[src/hdl/icmphd_pkg.sv]
// Shared types and constants for the ICMPv4 header decoder.
// No dependencies; imported by every module of the block.
package icmphd_pkg;

  localparam int HDR_LEN    = 8;
  localparam int IP_HDR_LEN = 20;
  localparam int EMB_KEEP   = 24;
  localparam int OUT_TDATA_W = 200;

  // event_flags bit positions
  localparam int EV_SMALL  = 0;
  localparam int EV_TYPE   = 1;
  localparam int EV_CODE   = 2;
  localparam int EV_TRUNC  = 3;
  localparam int EV_VER    = 4;
  localparam int EV_REJECT = 5;

  // ICMP types
  localparam logic [7:0] TY_ECHO_REPLY = 8'd0;
  localparam logic [7:0] TY_UNREACH    = 8'd3;
  localparam logic [7:0] TY_QUENCH     = 8'd4;
  localparam logic [7:0] TY_REDIRECT   = 8'd5;
  localparam logic [7:0] TY_ECHO_REQ   = 8'd8;
  localparam logic [7:0] TY_ROUTER_ADV = 8'd9;
  localparam logic [7:0] TY_TIME_EXC   = 8'd11;
  localparam logic [7:0] TY_PARAM_PROB = 8'd12;
  localparam logic [7:0] TY_TSTAMP_REQ = 8'd13;
  localparam logic [7:0] TY_TSTAMP_REP = 8'd14;
  localparam logic [7:0] TY_INFO_REQ   = 8'd15;
  localparam logic [7:0] TY_INFO_REP   = 8'd16;
  localparam logic [7:0] TY_MASK_REQ   = 8'd17;
  localparam logic [7:0] TY_MASK_REP   = 8'd18;

  // embedded protocols
  localparam logic [7:0] PROTO_ICMP = 8'd1;
  localparam logic [7:0] PROTO_TCP  = 8'd6;
  localparam logic [7:0] PROTO_UDP  = 8'd17;

  localparam logic [3:0] IP_VERSION = 4'd4;

  typedef enum logic [1:0] {
    CFG_UNREACH  = 2'd0,
    CFG_REDIRECT = 2'd1,
    CFG_TIME_EXC = 2'd2
  } cfg_idx_t;

  typedef struct packed {
    logic [7:0] unreach;
    logic [7:0] redirect;
    logic [7:0] time_exc;
  } cfg_t;

  // captured message bytes, index 0 in the lowest bits
  typedef struct packed {
    logic [EMB_KEEP-1:0][7:0] emb;
    logic [HDR_LEN-1:0][7:0]  head;
  } snap_t;

  typedef struct packed {
    logic [6:0]  pad;
    logic [15:0] emb_dst_port;
    logic [15:0] emb_src_port;
    logic [7:0]  emb_proto;
    logic [31:0] emb_dst;
    logic [31:0] emb_src;
    logic [5:0]  event_flags;
    logic [16:0] body_len;
    logic [17:0] header_len;
    logic [15:0] sequence_res;
    logic [15:0] ident;
    logic [7:0]  msg_code;
    logic [7:0]  msg_type;
  } result_t;

endpackage

[src/hdl/icmphd_capture.sv]
// Input register, saturating byte count and header/embedded byte store.
// Hands a snapshot of the message to the decoder on the last beat. Uses icmphd_pkg.
module icmphd_capture #(
  parameter int COUNT_LIMIT = 131071
) (
  input  logic                  clk,
  input  logic                  rst_n,
  input  logic                  in_tvalid,
  output logic                  in_tready,
  input  logic [7:0]            in_tdata,
  input  logic                  in_tlast,
  output logic                  snap_valid,
  input  logic                  snap_ready,
  output logic [$clog2(COUNT_LIMIT+1)-1:0] snap_len,
  output icmphd_pkg::snap_t     snap
);
  import icmphd_pkg::*;

  localparam int CNT_W = $clog2(COUNT_LIMIT + 1);

  logic             a_valid_r;
  logic [7:0]       a_data_r;
  logic             a_last_r;
  logic [CNT_W-1:0] count_r;
  logic [CNT_W-1:0] len_nxt;
  logic [HDR_LEN-1:0][7:0]  head_r;
  logic [HDR_LEN-1:0][7:0]  head_nxt;
  logic [EMB_KEEP-1:0][7:0] emb_r;
  logic [EMB_KEEP-1:0][7:0] emb_nxt;
  logic             snap_valid_r;
  logic [CNT_W-1:0] snap_len_r;
  snap_t            snap_r;
  logic             consume;

  // non-last beats never wait; a last beat needs the snapshot slot
  assign consume   = a_valid_r && (!a_last_r || !snap_valid_r || snap_ready);
  assign in_tready = !a_valid_r || consume;

  assign len_nxt = (count_r < CNT_W'(COUNT_LIMIT)) ? count_r + CNT_W'(1)
                                                   : CNT_W'(COUNT_LIMIT);

  always_comb begin
    for (int i = 0; i < HDR_LEN; i++) begin
      head_nxt[i] = (count_r == CNT_W'(i)) ? a_data_r : head_r[i];
    end
    for (int i = 0; i < EMB_KEEP; i++) begin
      emb_nxt[i] = (count_r == CNT_W'(HDR_LEN + i)) ? a_data_r : emb_r[i];
    end
  end

  always_ff @(posedge clk) begin
    if (!rst_n) begin
      a_valid_r <= 1'b0;
    end else if (in_tready) begin
      a_valid_r <= in_tvalid;
    end
    if (in_tvalid && in_tready) begin
      a_data_r <= in_tdata;
      a_last_r <= in_tlast;
    end
  end

  always_ff @(posedge clk) begin
    if (!rst_n) begin
      count_r <= '0;
    end else if (consume) begin
      count_r <= a_last_r ? '0 : len_nxt;
    end
    if (consume) begin
      head_r <= head_nxt;
      emb_r  <= emb_nxt;
    end
  end

  always_ff @(posedge clk) begin
    if (!rst_n) begin
      snap_valid_r <= 1'b0;
    end else if (consume && a_last_r) begin
      snap_valid_r <= 1'b1;
    end else if (snap_ready) begin
      snap_valid_r <= 1'b0;
    end
    if (consume && a_last_r) begin
      snap_len_r  <= len_nxt;
      snap_r.head <= head_nxt;
      snap_r.emb  <= emb_nxt;
    end
  end

  assign snap_valid = snap_valid_r;
  assign snap_len   = snap_len_r;
  assign snap       = snap_r;

`ifndef NO_ASSERTIONS
  a_count_bound: assert property (@(posedge clk) disable iff (!rst_n)
    count_r <= CNT_W'(COUNT_LIMIT))
    else $error("byte count above limit");

  a_count_clear: assert property (@(posedge clk) disable iff (!rst_n)
    consume && a_last_r |=> count_r == '0)
    else $error("byte count not cleared after last beat");

  a_only_last_waits: assert property (@(posedge clk) disable iff (!rst_n)
    a_valid_r && !consume |-> a_last_r && snap_valid_r && !snap_ready)
    else $error("input beat held without cause");
`endif

endmodule

[src/hdl/icmphd_decode.sv]
// Decode of one captured message into a result, and the result register.
// Uses icmphd_pkg; fed by icmphd_capture.
module icmphd_decode #(
  parameter int COUNT_LIMIT = 131071
) (
  input  logic                  clk,
  input  logic                  rst_n,
  input  logic                  snap_valid,
  output logic                  snap_ready,
  input  logic [$clog2(COUNT_LIMIT+1)-1:0] snap_len,
  input  icmphd_pkg::snap_t     snap,
  input  icmphd_pkg::cfg_t      cfg,
  output logic                  out_tvalid,
  input  logic                  out_tready,
  output logic [icmphd_pkg::OUT_TDATA_W-1:0] out_tdata
);
  import icmphd_pkg::*;

  localparam int CNT_W = $clog2(COUNT_LIMIT + 1);
  localparam int DW    = ((CNT_W > 18) ? CNT_W : 18) + 1;

  logic          out_valid_r;
  result_t       res_r;
  result_t       res;
  logic [DW-1:0] len_x;
  logic [DW-1:0] elen;
  logic [DW-1:0] diff;
  logic [15:0]   adv_prod;
  logic [17:0]   alen;
  logic [17:0]   hlen;
  logic [5:0]    ev;
  logic [7:0]    ty;
  logic [7:0]    cd;
  logic [7:0]    limit;
  logic [7:0]    proto;
  logic          query;
  logic          limited;
  logic          embed;
  logic          always_emb;

  assign len_x    = DW'(snap_len);
  assign ty       = snap.head[0];
  assign cd       = snap.head[1];
  assign proto    = snap.emb[9];
  assign adv_prod = snap.head[4] * snap.head[5];
  assign alen     = {adv_prod, 2'b00};
  assign diff     = len_x - DW'(hlen);
  assign elen     = len_x - DW'(HDR_LEN);

  always_comb begin
    res        = '0;
    ev         = '0;
    hlen       = 18'd8;
    query      = 1'b0;
    limited    = 1'b0;
    embed      = 1'b0;
    always_emb = 1'b0;
    limit      = '0;
    if (len_x < DW'(HDR_LEN)) begin
      res.event_flags = 6'(1 << EV_SMALL) | 6'(1 << EV_REJECT);
    end else begin
      res.msg_type = ty;
      res.msg_code = cd;
      case (ty)
        TY_ECHO_REPLY, TY_ECHO_REQ, TY_INFO_REQ, TY_INFO_REP, TY_MASK_REQ,
        TY_MASK_REP: begin
          query = 1'b1;
        end
        TY_TSTAMP_REQ, TY_TSTAMP_REP: begin
          query = 1'b1;
          if (len_x < DW'(HDR_LEN + 12)) ev[EV_TRUNC] = 1'b1;
          else hlen = 18'd20;
        end
        TY_UNREACH: begin
          limited = 1'b1;
          limit   = cfg.unreach;
          embed   = 1'b1;
        end
        TY_QUENCH: begin
          embed      = 1'b1;
          always_emb = 1'b1;
        end
        TY_REDIRECT: begin
          limited = 1'b1;
          limit   = cfg.redirect;
          embed   = 1'b1;
        end
        TY_TIME_EXC: begin
          limited = 1'b1;
          limit   = cfg.time_exc;
          embed   = 1'b1;
        end
        TY_PARAM_PROB: begin
          embed = 1'b1;
        end
        TY_ROUTER_ADV: begin
          if (len_x < DW'(alen) + DW'(HDR_LEN)) ev[EV_TRUNC] = 1'b1;
          else hlen = alen + 18'd8;
        end
        default: begin
          ev[EV_TYPE] = 1'b1;
        end
      endcase

      // router advertisement and unknown types skip the code check
      if (ty != TY_ROUTER_ADV && !ev[EV_TYPE]) begin
        if (limited ? (cd > limit) : (cd != 8'd0)) begin
          ev[EV_CODE] = 1'b1;
          embed       = 1'b0;
        end
      end

      if (query) begin
        res.ident        = {snap.head[4], snap.head[5]};
        res.sequence_res = {snap.head[6], snap.head[7]};
      end

      if (embed && (always_emb || len_x > DW'(HDR_LEN))) begin
        if (ty != TY_UNREACH && len_x > DW'(HDR_LEN + 65535)) begin
          ev[EV_REJECT] = 1'b1;
        end else if (elen < DW'(IP_HDR_LEN)) begin
          ev[EV_TRUNC] = 1'b1;
        end else if (snap.emb[0][7:4] != IP_VERSION) begin
          ev[EV_VER] = 1'b1;
        end else begin
          res.emb_src = {snap.emb[12], snap.emb[13], snap.emb[14], snap.emb[15]};
          res.emb_dst = {snap.emb[16], snap.emb[17], snap.emb[18], snap.emb[19]};
          if ((proto == PROTO_TCP && elen >= DW'(IP_HDR_LEN + 4)) ||
              (proto == PROTO_UDP && elen >= DW'(IP_HDR_LEN + 8))) begin
            res.emb_proto    = proto;
            res.emb_src_port = {snap.emb[20], snap.emb[21]};
            res.emb_dst_port = {snap.emb[22], snap.emb[23]};
          end else if (proto == PROTO_ICMP && elen >= DW'(IP_HDR_LEN + 8)) begin
            res.emb_proto = PROTO_ICMP;
          end
        end
      end

      res.header_len  = hlen;
      res.body_len    = ev[EV_REJECT] ? 17'd0 : diff[16:0];
      res.event_flags = ev;
    end
  end

  assign snap_ready = !out_valid_r || out_tready;

  always_ff @(posedge clk) begin
    if (!rst_n) begin
      out_valid_r <= 1'b0;
    end else if (snap_ready) begin
      out_valid_r <= snap_valid;
    end
    if (snap_valid && snap_ready) begin
      res_r <= res;
    end
  end

  assign out_tvalid = out_valid_r;
  assign out_tdata  = res_r;

`ifndef NO_ASSERTIONS
  a_reject_no_payload: assert property (@(posedge clk) disable iff (!rst_n)
    out_valid_r && res_r.event_flags[EV_REJECT] |-> res_r.body_len == 17'd0)
    else $error("payload length on a rejected message");

  a_small_blank: assert property (@(posedge clk) disable iff (!rst_n)
    out_valid_r && res_r.event_flags[EV_SMALL]
      |-> res_r.header_len == 18'd0 && res_r.msg_type == 8'd0 && res_r.emb_src == 32'd0)
    else $error("fields set on a too-small message");

  a_ports_need_proto: assert property (@(posedge clk) disable iff (!rst_n)
    out_valid_r && res_r.emb_proto == 8'd0
      |-> res_r.emb_src_port == 16'd0 && res_r.emb_dst_port == 16'd0)
    else $error("embedded ports without protocol");
`endif

endmodule

[src/hdl/icmpv4_header_decoder.sv]
// Top level of the ICMPv4 header decoder: configuration registers, capture and decode.
// Depends on icmphd_pkg, icmphd_capture and icmphd_decode.
//
//  channel | dir | beat carries                       | handshake
//  in_     | in  | one message byte, tlast on last    | in_tvalid / in_tready
//  out_    | out | one decode result per message      | out_tvalid / out_tready
//  cfg_    | in  | register index and 8-bit limit     | cfg_valid / cfg_ready
//
// One byte per cycle sustained unless a last byte waits for the snapshot slot; out_tvalid
// rises once the last byte has passed the input beat and message snapshot registers.
// Three register stages: input beat, message snapshot, result; each stalls only
// when the next one is full, so bytes keep flowing while a result waits.
// Synchronous active-low reset clears counts and valids and loads the default limits.
// cfg_ready is always high.
module icmpv4_header_decoder #(
  parameter int COUNT_LIMIT = 131071
) (
  input  logic        clk,
  input  logic        rst_n,
  input  logic        in_tvalid,
  output logic        in_tready,
  input  logic [7:0]  in_tdata,   // [7:0] data_byte
  input  logic        in_tlast,   // last_byte
  output logic        out_tvalid,
  input  logic        out_tready,
  // [7:0] msg_type, [15:8] msg_code, [31:16] ident, [47:32] sequence_res,
  // [65:48] header_len, [82:66] body length, [88:83] event_flags,
  // [120:89] emb_src, [152:121] emb_dst, [160:153] emb_proto,
  // [176:161] embedded source port, [192:177] embedded destination port, [199:193] zero
  output logic [icmphd_pkg::OUT_TDATA_W-1:0] out_tdata,
  input  logic        cfg_valid,
  output logic        cfg_ready,
  input  logic [1:0]  cfg_index,
  input  logic [7:0]  cfg_data
);
  import icmphd_pkg::*;

  localparam int CNT_W = $clog2(COUNT_LIMIT + 1);

  cfg_t             cfg_r;
  logic             snap_valid;
  logic             snap_ready;
  logic [CNT_W-1:0] snap_len;
  snap_t            snap;

  assign cfg_ready = 1'b1;

  always_ff @(posedge clk) begin
    if (!rst_n) begin
      cfg_r.unreach  <= 8'd15;
      cfg_r.redirect <= 8'd3;
      cfg_r.time_exc <= 8'd1;
    end else if (cfg_valid) begin
      case (cfg_idx_t'(cfg_index))
        CFG_UNREACH:  cfg_r.unreach  <= cfg_data;
        CFG_REDIRECT: cfg_r.redirect <= cfg_data;
        CFG_TIME_EXC: cfg_r.time_exc <= cfg_data;
        default: ;
      endcase
    end
  end

  icmphd_capture #(
    .COUNT_LIMIT(COUNT_LIMIT)
  ) u_capture (
    .clk        (clk),
    .rst_n      (rst_n),
    .in_tvalid  (in_tvalid),
    .in_tready  (in_tready),
    .in_tdata   (in_tdata),
    .in_tlast   (in_tlast),
    .snap_valid (snap_valid),
    .snap_ready (snap_ready),
    .snap_len   (snap_len),
    .snap       (snap)
  );

  icmphd_decode #(
    .COUNT_LIMIT(COUNT_LIMIT)
  ) u_decode (
    .clk        (clk),
    .rst_n      (rst_n),
    .snap_valid (snap_valid),
    .snap_ready (snap_ready),
    .snap_len   (snap_len),
    .snap       (snap),
    .cfg        (cfg_r),
    .out_tvalid (out_tvalid),
    .out_tready (out_tready),
    .out_tdata  (out_tdata)
  );

endmodule
[config.mk]
export PLATFORM = sky130hd
export DESIGN_NAME = icmpv4_header_decoder
export DESIGN_NICKNAME = d
export VERILOG_FILES = /design/src/hdl/icmphd_pkg.sv /design/src/hdl/icmphd_capture.sv /design/src/hdl/icmphd_decode.sv /design/src/hdl/icmpv4_header_decoder.sv
export SDC_FILE = /design/constraint.sdc
export NUM_CORES = 1
export LEC_CHECK = 0
export ABC_AREA = 0
export ABC_CLOCK_PERIOD_IN_PS = 12600
export BUFFER_PORTS_ARGS = -buffer_cell sky130_fd_sc_hd__buf_2
export CAP_MARGIN = 20
export CELL_PAD_IN_SITES_DETAIL_PLACEMENT = 0
export CELL_PAD_IN_SITES_GLOBAL_PLACEMENT = 1
export CORE_UTILIZATION = 40
export DETAILED_ROUTE_END_ITERATION = 12
export GPL_ROUTABILITY_DRIVEN = 0
export PLACE_DENSITY = 0.75
export SLEW_MARGIN = 10
export SYNTH_ARGS = -nofsm -noshare
export SYNTH_HDL_FRONTEND = slang
export SYNTH_SLANG_ARGS = --single-unit
[constraint.sdc]
create_clock -name clk -period 12.6 [get_ports clk]
set_input_delay 0.63 -clock clk [delete_from_list [all_inputs] [get_ports clk]]
set_output_delay 0.63 -clock clk [all_outputs]
set_load 0.02 [all_outputs]
==> results by group <==
Final layout
  • Layout cells sized above 1: 25.0%
  • Layout Nets: 2,151
  • Register area: 16,800 sq um
  • Multi-input logic area: 8390 sq um
  • ANT cells: 0
  • Fill cells: 5,608
  • Final instance area: 29,800 sq um
  • Layout area overhead: 15.7%

Setup path
  • Crit path largest cell delay: 550 ps
  • Setup crit end: u_decode.out_tdata[82]
  • Slowest-stage cell, CP: fa_1
  • R2R cell count: 36
  • WP data required: 13,080 ps
  • Worst endpoint data arrival time: 10,090 ps
  • Type of the worst setup path: reg2reg
  • Startpoint types: register
  • Setup crit end kind: register
  • Crit-path max FO: 16
  • Crit. Startpoint: u_capture.snap[47]
  • R2R Path End: u_decode.out_tdata[82]
  • R2R setup slack: 2990 ps
  • R2R Path Start: u_capture.snap[47]

Clocking
  • Clock slew at reported path FFs: 70 ps
  • Cts hold-fix bufs: 0
  • Clock latency on the worst-skew pair: 640 ps
  • CTS max path bufs: 3
  • Deepest level of the CTS H-tree: 2
  • Clock buffer count from CTS: 58
  • Cts repair resizes: 0
  • Root buffer cell: clkbuf_16
  • CTS tree: done
  • Post-CTS Setup Inserts: 0
  • Clock sinks: 573

Timing
  • Period utilization: 76.2%
  • Slew headroom: 23.9%
  • Worst Tran Pin Value: 1140 ps
  • Total negative setup slack: 0 ps
  • Min Tclk post-route: 9610 ps
  • Slew Limit Fails: 0
  • Unrepaired setup endpoints after global routing: no
  • Clock Skew: 40.5 ps
  • Final-report setup violation count: 0
  • Hold violation total from the final report: 0
  • Fmax: 104 MHz

Pwr
  • Logic pwr share: 8.8%
  • NetSw: 1.03 mW
  • Total Power: 4.30 mW
  • Sw Share: 23.9%
  • Clk pwr share: 41.7%
  • Sequential fraction of design power: 49.5%
  • Cell-internal power: 3.27 mW
  • Maximum vdd ir drop: 123 uV
  • P per Cell Area: 144 nW/um^2
  • Leakage power: 9.94 nW

Drt
  • Starting DRT DRC Count: 1,221
  • Final ANT Viol Nets: 0
  • Post-route DRC: 0
  • Final WL: 57,100 um
  • Via count: 14,800
  • Via/cell ratio: 5.11
  • Drt pass-1 iters: 7
  • Met3 wire length: 3210 um
  • WL met1: 25,300 um
  • Met2 wire len: 27,600 um
  • Top Metal Used: met4
  • WL per Instance: 19.7 um

Global routing
  • Global-route wire length before repair: 87,100 um
  • GRT Util Overall: 17.1%
  • Initial antenna violation count: 2
  • Grt ovf: 0
  • Vias in the first global route: 14,800
  • Pin count of the biggest net entering global routing: 95

Synth
  • Post-synth top area share: 61.7%
  • Post-synthesis sequential area ratio: 65.1%
  • Synth Register Bits: 573
  • Top FF cell, synth: edfxtp_1
  • Synth Instances: 1,779
  • Cell area after synthesis: 25,800 sq um
  • Synth unique cells: 74
  • Ys Warns: 0
  • Count leader, synth: edfxtp_1
  • Area contributors post-synth: edfxtp_1, mux2_2, and2_1, ha_1, dfxtp_1
  • Post-synth ARST share: 0%
  • Avg Inst Size Synth: 14.5 sq um
  • Yosys top cell by area: edfxtp_1
  • Post-synth EDFFs: 529
  • Synth top cells by count: edfxtp_1, and2_1, mux2_2, inv_1, ha_1

Die
  • DIE HEIGHT: 256 um
  • Starting Density: 40.7%
  • Core box area: 63,300 sq um
  • DIE AREA: 65,400 sq um
  • Num ports: 227
  • Site Rows: 92
  • Chip width: 256 um

Job
  • Number of max-cap violations: 0

Place
  • PortBufs: 216
  • Dpl cell area: 27,800 sq um
  • Post-DP HPWL: 38,300 um

Run status
  • Status: finished clean

Worst hold path
  • Min-Delay Path Class: in2reg
  • Hold Crit Start: in_tdata[2]
registers in the layout, summed over array words and instances, names as in the netlist:
signal / flops
u_decode.out_tdata: 191
u_capture.snap: 156
u_capture.emb_r: 108
u_capture.head_r: 48
cfg_r: 24
u_capture.count_r: 17
u_capture.snap_len: 17
u_capture.a_data_r: 8
u_capture.a_last_r: 1
u_capture.a_valid_r: 1
u_capture.snap_valid: 1
u_decode.out_tvalid: 1
worst min-delay path by stage:
stage                                  endpoint  depth (start not counted)
after floorplan                       cfg_r[16]                          2
after global placement                cfg_r[16]                          2
after detailed placement              cfg_r[18]                          2
after CTS                 u_capture.a_data_r[2]                          1
after global routing      u_capture.a_data_r[2]                          1
final                     u_capture.a_data_r[2]                          1
kinds of logic (layout without fill, tap and decap cells):
group | count (synthesis) | after routing | share of synthesized area (%)
flops | 573 | 573 | 65.1
simple gates | 522 | 522 | 11.4
mux | 185 | 185 | 7.96
compound gates | 169 | 169 | 4.55
buf+inv | 166 | 432 | 2.59
fa+ha+maj | 120 | 120 | 6.90
xor+xnor | 42 | 42 | 1.46
other cells | 2 | 15 | 0.0292
through the flow:
step                      hold WS, ps  setup WS, ps  instances  util [%]
after floorplan                   440          2700       1792         -
after global placement            454          3200       2793      43.8
after detailed placement          462          3020       2794      43.9
after CTS                         118          2970       2904      47.1
after global routing              125          2380       2904      47.1
final                             163          2990       2904      47.1
layer usage:
metal,vias up,track usage (%)
li1,6955,-
met1,7384,23.6
met2,415,28.2
met3,76,2.75
met4,0,4.19
met5,-,0
cell usage in the layout, fill, tap and decap left out, drive strengths merged, types with 31 or more instances in the layout:
cell / Yosys / final
clkbuf: 54 / 66
inv: 91 / 98
nand2: 71 / 71
nand3: 31 / 31
mux2: 158 / 158
nor2b: 53 / 53
nor2: 69 / 69
dfxtp: 44 / 44
and2: 195 / 195
ha: 82 / 82
buf: 21 / 231
fa: 37 / 37
a21oi: 48 / 48
edfxtp: 529 / 529
layout make-up:
type / instances / share of cell area, %
Sequential cell: 573 / 56.3
Tap cell: 846 / 3.55
Timing Repair Buffer: 231 / 4.07
Clock buffer: 66 / 5.08
Multi-Input combinational cell: 1053 / 28.2
Clock inverter: 44 / 1.70
Inverter: 91 / 1.16
power by group through the flow:
stage	Combinational [mW]	Clock, mW	Sequential, mW
finish	0.379	1.79	2.13
detailed placement	0.382	0	2.17
CTS	0.384	1.84	2.13
global route	0.421	1.91	2.13
global placement	0.372	0	2.17
floorplan	0.263	0	2.19
worst max-delay path: cells and delay by family (launching register included):
family | cells | cell delay [ps]
flops | 1 | 510
fa+ha+maj | 7 | 2940
compound gates | 11 | 2740
simple gates | 11 | 2110
xor+xnor | 2 | 620
buf+inv | 4 | 230
mux | 1 | 290
Note: power is estimated with default switching activity, not from simulation.
